File: src/rtl/core/epg_pkg.sv
// Shared types, register map and phase codes of the ESC pulse generator.
`timescale 1ns / 1ps
package epg_pkg;

	localparam int CHANNELS = 4;
	localparam int USED_CH  = (CHANNELS > 4) ? 4 : CHANNELS;
	localparam logic [3:0] CH_MASK = 4'((1 << USED_CH) - 1);

	localparam int ADDR_W = 5;

	localparam logic [2:0] REG_OFFSET = 3'd0;
	localparam logic [2:0] REG_UNIT   = 3'd1;
	localparam logic [2:0] REG_WINDOW = 3'd2;
	localparam logic [2:0] REG_GAP    = 3'd3;
	localparam logic [2:0] REG_MAX    = 3'd4;

	localparam logic [11:0] OFFSET_RST = 12'd1160;
	localparam logic [7:0]  UNIT_RST   = 8'd4;
	localparam logic [7:0]  WINDOW_RST = 8'd220;
	localparam logic [11:0] GAP_RST    = 12'd10;
	localparam logic [7:0]  MAX_RST    = 8'd200;

	localparam logic [1:0] PH_IDLE   = 2'd0;
	localparam logic [1:0] PH_OFFSET = 2'd1;
	localparam logic [1:0] PH_WINDOW = 2'd2;
	localparam logic [1:0] PH_GAP    = 2'd3;

	typedef struct packed {
		logic [11:0] offset_ticks;
		logic [7:0]  unit_ticks;
		logic [7:0]  window_units;
		logic [11:0] gap_ticks;
		logic [7:0]  max_value;
	} epg_cfg_t;

	typedef struct packed {
		logic               command;
		logic signed [15:0] motor_one;
		logic signed [15:0] motor_two;
		logic signed [15:0] motor_three;
		logic signed [15:0] motor_four;
		logic               armed;
	} epg_in_t;

	typedef struct packed {
		logic [3:0] pin_levels;
		logic       busy_res;
		logic       frame_done;
		logic       rejected;
	} epg_out_t;

	// negative commands go to zero, large ones to the clamp
	function automatic logic [7:0] clamp_cmd(input logic [15:0] raw, input logic [7:0] max_v);
		logic [7:0] res;
		if (raw[15])
			res = 8'd0;
		else if (raw[14:0] > {7'd0, max_v})
			res = max_v;
		else
			res = raw[7:0];
		return res;
	endfunction

endpackage

File: src/rtl/core/epg_regs.sv
// APB configuration registers of the ESC pulse generator.
`timescale 1ns / 1ps
module epg_regs (
	input  logic                       clk,
	input  logic                       arst_n,
	input  logic                       psel,
	input  logic                       penable,
	input  logic                       pwrite,
	input  logic [epg_pkg::ADDR_W-1:0] paddr,
	input  logic [31:0]                pwdata,
	output logic [31:0]                prdata,
	output logic                       pready,
	output epg_pkg::epg_cfg_t          cfg
);

	epg_pkg::epg_cfg_t cfg_q;
	logic              wr_en;
	logic [2:0]        reg_idx;

	assign pready  = 1'b1;
	assign wr_en   = psel & penable & pwrite;
	assign reg_idx = paddr[epg_pkg::ADDR_W-1:2];
	assign cfg     = cfg_q;

	always_ff @(posedge clk or negedge arst_n) begin
		if (!arst_n) begin
			cfg_q.offset_ticks <= epg_pkg::OFFSET_RST;
			cfg_q.unit_ticks   <= epg_pkg::UNIT_RST;
			cfg_q.window_units <= epg_pkg::WINDOW_RST;
			cfg_q.gap_ticks    <= epg_pkg::GAP_RST;
			cfg_q.max_value    <= epg_pkg::MAX_RST;
		end else if (wr_en) begin
			unique case (reg_idx)
				epg_pkg::REG_OFFSET: cfg_q.offset_ticks <= pwdata[11:0];
				epg_pkg::REG_UNIT:   cfg_q.unit_ticks   <= pwdata[7:0];
				epg_pkg::REG_WINDOW: cfg_q.window_units <= pwdata[7:0];
				epg_pkg::REG_GAP:    cfg_q.gap_ticks    <= pwdata[11:0];
				epg_pkg::REG_MAX:    cfg_q.max_value    <= pwdata[7:0];
				default: ;
			endcase
		end
	end

	always_comb begin
		unique case (reg_idx)
			epg_pkg::REG_OFFSET: prdata = {20'd0, cfg_q.offset_ticks};
			epg_pkg::REG_UNIT:   prdata = {24'd0, cfg_q.unit_ticks};
			epg_pkg::REG_WINDOW: prdata = {24'd0, cfg_q.window_units};
			epg_pkg::REG_GAP:    prdata = {20'd0, cfg_q.gap_ticks};
			epg_pkg::REG_MAX:    prdata = {24'd0, cfg_q.max_value};
			default:             prdata = 32'd0;
		endcase
	end

endmodule

File: src/rtl/core/epg_core.sv
// Frame sequencer: phase, tick and unit counters, latched values, pin state.
`timescale 1ns / 1ps
module epg_core (
	input  logic              clk,
	input  logic              arst_n,
	input  logic              step,
	input  epg_pkg::epg_in_t  item,
	input  epg_pkg::epg_cfg_t cfg,
	output epg_pkg::epg_out_t res
);

	logic [1:0]  phase_q,  phase_d;
	logic [11:0] tick_q,   tick_d;
	logic [7:0]  unit_q,   unit_d;
	logic [3:0]  pins_q,   pins_d;
	logic [7:0]  latch_q [4];
	logic [7:0]  latch_d [4];
	logic [11:0] tick_inc;
	logic [7:0]  unit_inc;
	logic        done;
	logic        rej;

	assign tick_inc = tick_q + 12'd1;
	assign unit_inc = unit_q + 8'd1;

	always_comb begin
		phase_d = phase_q;
		tick_d  = tick_q;
		unit_d  = unit_q;
		pins_d  = pins_q;
		latch_d = latch_q;
		done    = 1'b0;
		rej     = 1'b0;
		if (item.command) begin
			if (phase_q == epg_pkg::PH_IDLE && item.armed) begin
				latch_d[0] = epg_pkg::clamp_cmd(item.motor_one,   cfg.max_value);
				latch_d[1] = epg_pkg::clamp_cmd(item.motor_two,   cfg.max_value);
				latch_d[2] = epg_pkg::clamp_cmd(item.motor_three, cfg.max_value);
				latch_d[3] = epg_pkg::clamp_cmd(item.motor_four,  cfg.max_value);
				pins_d  = epg_pkg::CH_MASK;
				tick_d  = 12'd0;
				unit_d  = 8'd0;
				phase_d = (cfg.offset_ticks == 12'd0) ? epg_pkg::PH_WINDOW
				                                      : epg_pkg::PH_OFFSET;
			end else begin
				rej = 1'b1;
			end
		end else begin
			unique case (phase_q)
				epg_pkg::PH_OFFSET: begin
					tick_d = tick_inc;
					if (tick_inc >= cfg.offset_ticks) begin
						tick_d  = 12'd0;
						unit_d  = 8'd0;
						phase_d = epg_pkg::PH_WINDOW;
					end
				end
				epg_pkg::PH_WINDOW: begin
					tick_d = tick_inc;
					// zero unit length behaves as one: the compare always passes
					if (tick_inc >= {4'd0, cfg.unit_ticks}) begin
						tick_d = 12'd0;
						for (int n = 0; n < epg_pkg::USED_CH; n++) begin
							if (latch_q[n] == unit_q)
								pins_d[n] = 1'b0;
						end
						unit_d = unit_inc;
						if (unit_inc >= cfg.window_units || unit_inc == 8'd0) begin
							pins_d = 4'd0;
							unit_d = 8'd0;
							if (cfg.gap_ticks == 12'd0) begin
								phase_d = epg_pkg::PH_IDLE;
								done    = 1'b1;
							end else begin
								phase_d = epg_pkg::PH_GAP;
							end
						end
					end
				end
				epg_pkg::PH_GAP: begin
					tick_d = tick_inc;
					if (tick_inc >= cfg.gap_ticks) begin
						tick_d  = 12'd0;
						phase_d = epg_pkg::PH_IDLE;
						done    = 1'b1;
					end
				end
				default: ;
			endcase
		end
	end

	assign res.pin_levels = pins_d;
	assign res.busy_res   = (phase_d != epg_pkg::PH_IDLE);
	assign res.frame_done = done;
	assign res.rejected   = rej;

	always_ff @(posedge clk or negedge arst_n) begin
		if (!arst_n) begin
			phase_q <= epg_pkg::PH_IDLE;
			tick_q  <= 12'd0;
			unit_q  <= 8'd0;
			pins_q  <= 4'd0;
			for (int n = 0; n < 4; n++)
				latch_q[n] <= 8'd0;
		end else if (step) begin
			phase_q <= phase_d;
			tick_q  <= tick_d;
			unit_q  <= unit_d;
			pins_q  <= pins_d;
			latch_q <= latch_d;
		end
	end

endmodule

File: src/rtl/core/esc_pulse_generator.sv
// Top level of the ESC pulse generator: input register, sequencer, result register.
// The input register feeds the sequencer, whose result loads the result register.
// One item per cycle unless the output stalls; the sequencer updates once per item.
// The input register refills in the cycle the result register is loaded or taken.
// Reset (arst_n low) empties both registers, sets the phase idle with pins low,
// and loads the register defaults.
`timescale 1ns / 1ps
module esc_pulse_generator (
	input  logic                       clk,
	input  logic                       arst_n,
	input  logic                       in_valid,
	output logic                       in_ready,
	input  epg_pkg::epg_in_t           in_data,
	output logic                       out_valid,
	input  logic                       out_ready,
	output epg_pkg::epg_out_t          out_data,
	input  logic                       psel,
	input  logic                       penable,
	input  logic                       pwrite,
	input  logic [epg_pkg::ADDR_W-1:0] paddr,
	input  logic [31:0]                pwdata,
	output logic [31:0]                prdata,
	output logic                       pready
);

	epg_pkg::epg_cfg_t cfg;
	epg_pkg::epg_in_t  item_s1;
	epg_pkg::epg_out_t res;
	epg_pkg::epg_out_t out_q;
	logic              valid_s1;
	logic              out_valid_q;
	logic              load;

	assign load      = valid_s1 & (~out_valid_q | out_ready);
	assign in_ready  = ~valid_s1 | load;
	assign out_valid = out_valid_q;
	assign out_data  = out_q;

	epg_regs u_regs (
		.clk     (clk),
		.arst_n  (arst_n),
		.psel    (psel),
		.penable (penable),
		.pwrite  (pwrite),
		.paddr   (paddr),
		.pwdata  (pwdata),
		.prdata  (prdata),
		.pready  (pready),
		.cfg     (cfg)
	);

	epg_core u_core (
		.clk    (clk),
		.arst_n (arst_n),
		.step   (load),
		.item   (item_s1),
		.cfg    (cfg),
		.res    (res)
	);

	always_ff @(posedge clk or negedge arst_n) begin
		if (!arst_n) begin
			valid_s1 <= 1'b0;
		end else if (in_ready) begin
			valid_s1 <= in_valid;
		end
	end

	always_ff @(posedge clk) begin
		if (in_valid && in_ready)
			item_s1 <= in_data;
	end

	always_ff @(posedge clk or negedge arst_n) begin
		if (!arst_n) begin
			out_valid_q <= 1'b0;
		end else if (load) begin
			out_valid_q <= 1'b1;
		end else if (out_ready) begin
			out_valid_q <= 1'b0;
		end
	end

	always_ff @(posedge clk) begin
		if (load)
			out_q <= res;
	end

endmodule

File: config.mk
export PLATFORM = sky130hd
export DESIGN_NAME = esc_pulse_generator
export DESIGN_NICKNAME = d
export VERILOG_FILES = /design/src/rtl/core/epg_pkg.sv /design/src/rtl/core/epg_regs.sv /design/src/rtl/core/epg_core.sv /design/src/rtl/core/esc_pulse_generator.sv
export SDC_FILE = /design/constraint.sdc
export NUM_CORES = 1
export LEC_CHECK = 0
export ABC_CLOCK_PERIOD_IN_PS = 6300
export BUFFER_PORTS_ARGS = -buffer_cell sky130_fd_sc_hd__buf_4
export CORE_UTILIZATION = 51
export CTS_CLUSTER_DIAMETER = 40
export DETAILED_ROUTE_END_ITERATION = 8
export PLACE_DENSITY = 0.69
export SYNTH_ARGS = -nofsm -noshare
export SYNTH_HDL_FRONTEND = slang
export SYNTH_SLANG_ARGS = --single-unit
File: constraint.sdc
create_clock -name clk -period 6.3 [get_ports clk]
set_input_delay 1.89 -clock clk [delete_from_list [all_inputs] [get_ports clk]]
set_output_delay 1.89 -clock clk [all_outputs]
set_load 0.01 [all_outputs]
# After elaboration in Yosys (flattened, before gate mapping)

Cells that the tools add are included.

Register bits after elaboration: 181
Bits of input ports: 110

Reduce and logical (&&, ||, !) cells: 20
Muxes and demuxes: 47
Magnitude comparators: 8
Eq/ne operators: 14
Bitwise gates (word level): 7
Add/sub/neg operators: 2

Operator list:

| cell                  | count |
|---|---|
| $mux 8                | 13 |
| $gt 15x8->1           | 4 |
| $mux 12               | 5 |
| $pmux 12 s5           | 1 |
| $pmux 12 s3           | 1 |
| $eq 8x8->1            | 4 |
| $ge 12x12->1          | 2 |
| $logic_not 12->1      | 2 |
| $mux 4                | 5 |
| $mux 2                | 8 |
| $pmux 8 s2            | 1 |
| $add 12x1->12 const B | 1 |
| $ge 12x8->1           | 1 |
| $mux 1                | 11 |
| $reduce_and 2->1      | 5 |
| $add 8x1->8 const B   | 1 |
| $ge 8x8->1            | 1 |
| $logic_not 8->1       | 1 |
| $eq 3x2->1 const B    | 2 |
| $ne 3x2->1 const B    | 2 |
| $pmux 2 s3            | 1 |
| $reduce_and 3->1      | 2 |
| $reduce_and 5->1      | 1 |
| $eq 2x2->1 const B    | 2 |
| 15 further kinds      | 21 |

# Depth between registers and ports, before layout

Depth in word-level cells: 8
Depth in mapped cells: 14

# Hierarchy

From an unflattened synthesis, not the netlist that was laid out.

Cell total of the unflattened synthesis: 949
Area, all modules: 10,388.7 um2

By module, submodules not included:

| module              | cells an instance | times used | area each (um2) | sequential area each (um2) |
|---|---|---|---|---|
| epg_core            | 684               | 1          | 5,632.9         | 1,451.4 |
| epg_regs            | 184               | 1          | 2,459.9         | 1,218.7 |
| esc_pulse_generator | 81                | 1          | 2,296.0         | 2,242.2 |

# Least setup slack after synthesis

OpenSTA, ideal clock, no wires.

Path type: input to output
From: input port paddr[3] (netlist name)
To: output port prdata[0]
Arrival: 3,082 ps
Path buffers: 2
Setup slack: 1,328 ps
Stages: 6
Data required time: 4,410 ps
Cell sequence: clkbuf_1 -> clkbuf_1 -> mux2i_1 -> nor2_1 -> a21oi_1 -> o22ai_1

Word-level cells in the longest chain between the ends: 2
Elaborated cells between the ends (all ways): 6

Ends and longest elaborated chain:

| element                            | line                      | RTL |
|---|---|---|
| from (decl)                        | esc_pulse_generator.sv:20 | `input logic [epg_pkg::ADDR_W-1:0] paddr,` |
| $eq 3x3->1 (tied with other cells) | epg_regs.sv:45            | `unique case (reg_idx)` |
| $pmux 12 s5 (*)                    | epg_regs.sv:45            |  |
| to (decl)                          | esc_pulse_generator.sv:22 | `output logic [31:0] prdata,` |

Mark *: on every way between the ends. The rest lies on a longest branch, timed or not.

# Worst setup path after layout

From: input port paddr[3] (netlist name)
To: output port prdata[1]

Same word-level chain as after synthesis.

==> flow_summary.json <==
{
  "outcome": "completed",
  "yosysSeqAreaShare": 0.489,
  "grtUsageMet3": 0.0485,
  "max_slew.worst_pin.slew_ns": 1.19,
  "hpwl_mm": 17.3,
  "power_switching_mw": 1.17,
  "clkSinkCount": 181,
  "synthCells": 957,
  "drive_gt1_frac": 0.181,
  "synth_edf_count": 73,
  "start_util": 0.528,
  "clockRootBuffer": "clkbuf_16",
  "synth_top_cell_by_area": "dfrtp_1",
  "synth_top_flop_cell": "dfrtp_1",
  "grt_pass1_vias": 7270,
  "synthDistinctLibCells": 66,
  "pwr-share-seq": 0.460,
  "fin_crit_sh": 0.789,
  "clk_pin_slew_ns": 0.07,
  "drt_wl_total_mm": 23.4,
  "post_cts.repair.setup_buffers": 0,
  "use_met1": 0.323,
  "ys_warn_count": 0,
  "fp.dieH_um": 142,
  "critPathKind": "in2out",
  "post_cts_resize_count": 0,
  "rows": 50,
  "area_delta_synth_final_pct": 15.5,
  "grt-ovfl-total": 0,
  "place.gp.congestion": 0.899,
  "cts_buffers": 17,
  "hp-class": "reg2reg",
  "clkPwrFrac": 0.299,
  "end_kind": "primary output",
  "yosysMostFrequentCell": "nand2_1",
  "synthTopCellsByCount": "nand2_1, dfrtp_1, o21ai_0",
  "core_area_um2": 19000,
  "p_per_area_nw_per_um2": 316,
  "fin_worst_skew_ns": 0.0146,
  "hold_violations": 0,
  "io_buffers": 108,
  "met2_usage": 0.399,
  "ctsHoldBuffers": 0,
  "drc": 0,
  "rsz0062_at_grt": "false",
  "ys_async_sr_fraction": 0.597,
  "maxCapViolCount": 0,
  "grtUsageTotal": 0.246,
  "layout.nets": 1238,
  "n_antenna_cell": 0,
  "ys_seq_elements": 181,
  "clk_latency_ns": 0.44,
  "grt_max_degree": 64,
  "synth_area_leaders": "dfrtp_1, edfxtp_1, ha_1, mux2i_1, o21ai_0",
  "drtIter0Drc": 350,
  "vdd_drop_max_mv": 0.180,
  "syn_area_per_cell_um2": 10.5,
  "cts_tree": "built",
  "die_area_um2": 20200,
  "max_clock_freq_mhz": 201,
  "antenna_found_initial": 0,
  "drv_slew": 0,
  "wl_per_cell_um": 17.6,
  "p_leak_nw": 5.00,
  "top_usage_layer": "met2",
  "place_area_um2": 11000,
  "worstPathRequired_ns": 4.41,
  "detail-route-antenna-nets": 0,
  "finalPower_mw": 3.66,
  "grt_pass1_wl_mm": 37.4,
  "final_area_um2": 11600,
  "htree_num_levels": 4,
  "finalSetupTns_ns": 0,
  "fin_crit_ns": 4.97,
  "vias_per_cell": 5.52,
  "p_sw_frac": 0.320,
  "cp-start-kind": "primary input",
  "slew_headroom": 0.203,
  "first_pass_iters": 5,
  "worstPathMaxFanout": 26,
  "p_comb_frac": 0.241,
  "clk_path_buf_depth": 2,
  "die_w_um": 142,
  "num_vias": 7342,
  "synth.cell_area_um2": 10000,
  "p_int_mw": 2.49,
  "yosys.area.top_type_share": 0.234,
  "setup_viol": 0,
  "cp.arrival_ns": 3.08,
  "io-pin-count": 152
}
## flip-flops by register name, summed over array words and instances (netlist names)
| name | cells |
|---|---|
| out_data | 7 |
| u_regs.cfg | 48 |
| valid_s1 | 1 |
| item_s1 | 66 |
| u_core.phase_q | 2 |
| u_core.pins_q | 4 |
| u_core.tick_q | 12 |
| out_valid | 1 |
| u_core.latch_q | 32 |
| u_core.unit_q | 8 |
## stage by stage
step	utilization	hold WS, ns	worst slack [ns]	cells
floorplan	-	0.457	1.33	976
global placement	0.578	0.472	1.39	1297
detailed placement	0.578	0.478	1.34	1297
CTS	0.609	0.497	1.34	1329
global route	0.609	0.518	1.25	1329
finish	0.609	0.492	1.33	1329
## critical path, stage by stage
cell     delay, ns
buf_4         0.23
nor2b_1       0.44
a21oi_1       0.16
o22ai_1       0.20
buf_4         0.16
## path summary, 6_finish.rpt
kind | from | slack [ns] | end | cells after the start
max | paddr[3] | 1.33 | prdata[1] | 5
min | u_core.pins_q[1]$_DFFE_PN0P_ | 0.49 | u_core.pins_q[1]$_DFFE_PN0P_ | 1
max reg2reg | u_core.unit_q[2]$_DFFE_PN0P_ | 2.44 | u_core.unit_q[6]$_DFFE_PN0P_ | 11
min reg2reg | u_core.pins_q[1]$_DFFE_PN0P_ | 0.49 | u_core.pins_q[1]$_DFFE_PN0P_ | 1
max in group asynchronous | arst_n | 3.62 | u_core.tick_q[0]$_DFFE_PN0P_ | 2
min in group asynchronous | arst_n | 1.55 | u_regs.cfg[2]$_DFFE_PN0P_ | 1
## power groups by stage
stage	Clock (mW)	Sequential [mW]	Combinational (mW)
6_report	1.09	1.68	0.882
5_1_grt	1.15	1.71	1.01
4_1_cts	1.11	1.68	0.888
3_5_place_dp	0	1.70	0.877
3_3_place_gp	0	1.70	0.848
2_1_floorplan	0	1.63	0.689
## routing by layer
metal  wire, µm  part of all wire
met4        628             0.027
met1      10400              0.44
met5          0                 0
met3       1350             0.058
met2      11000              0.47
## cell families (layout without fill, tap and decap cells)
family | Yosys count | in the layout | share of synthesized area
and+or+nand+nor | 277 | 277 | 0.134
AOI/OAI and AO/OA | 202 | 202 | 0.127
DFF | 181 | 181 | 0.489
buffers and inverters | 113 | 206 | 0.0534
adders and majority gates | 72 | 72 | 0.0898
muxes | 65 | 65 | 0.0669
xor gates and xnor gates | 45 | 45 | 0.0393
other | 2 | 21 | 0.000748
## cells in the final DEF, fill, tap and decap left out, drive strengths merged, types with 3 or more instances in the layout
master,netlist,final
o22a,4,4
dfrtp,94,94
nand2,110,110
nor2b,7,7
a31oi,6,6
nor3,19,19
conb,2,21
o22ai,10,10
o21ai,102,102
a21o,6,6
nand3,18,18
and2,5,5
edfxtp,73,73
a21oi,27,27
nand2b,20,20
xnor2,39,39
and3,4,4
or2,3,3
nor2,44,44
nand4,22,22
mux2i,48,48
dfstp,14,14
ha,72,72
mux2,17,17
clkbuf,24,21
inv,59,66
xor2,6,6
o211ai,5,5
nor4,15,15
o31ai,4,4
o21a,13,13
buf,30,115
a211o,3,3
## layout make-up
class / instances / area, µm²
multi-input cells: 682 / 4670
clock buffers: 21 / 462
inverters: 59 / 221
flip-flops and latches: 181 / 4910
clock inverters: 11 / 136
fillers: 1625 / 7430
well taps: 260 / 325
repair buffers: 115 / 863
Note: power is estimated with default switching activity, not from simulation.
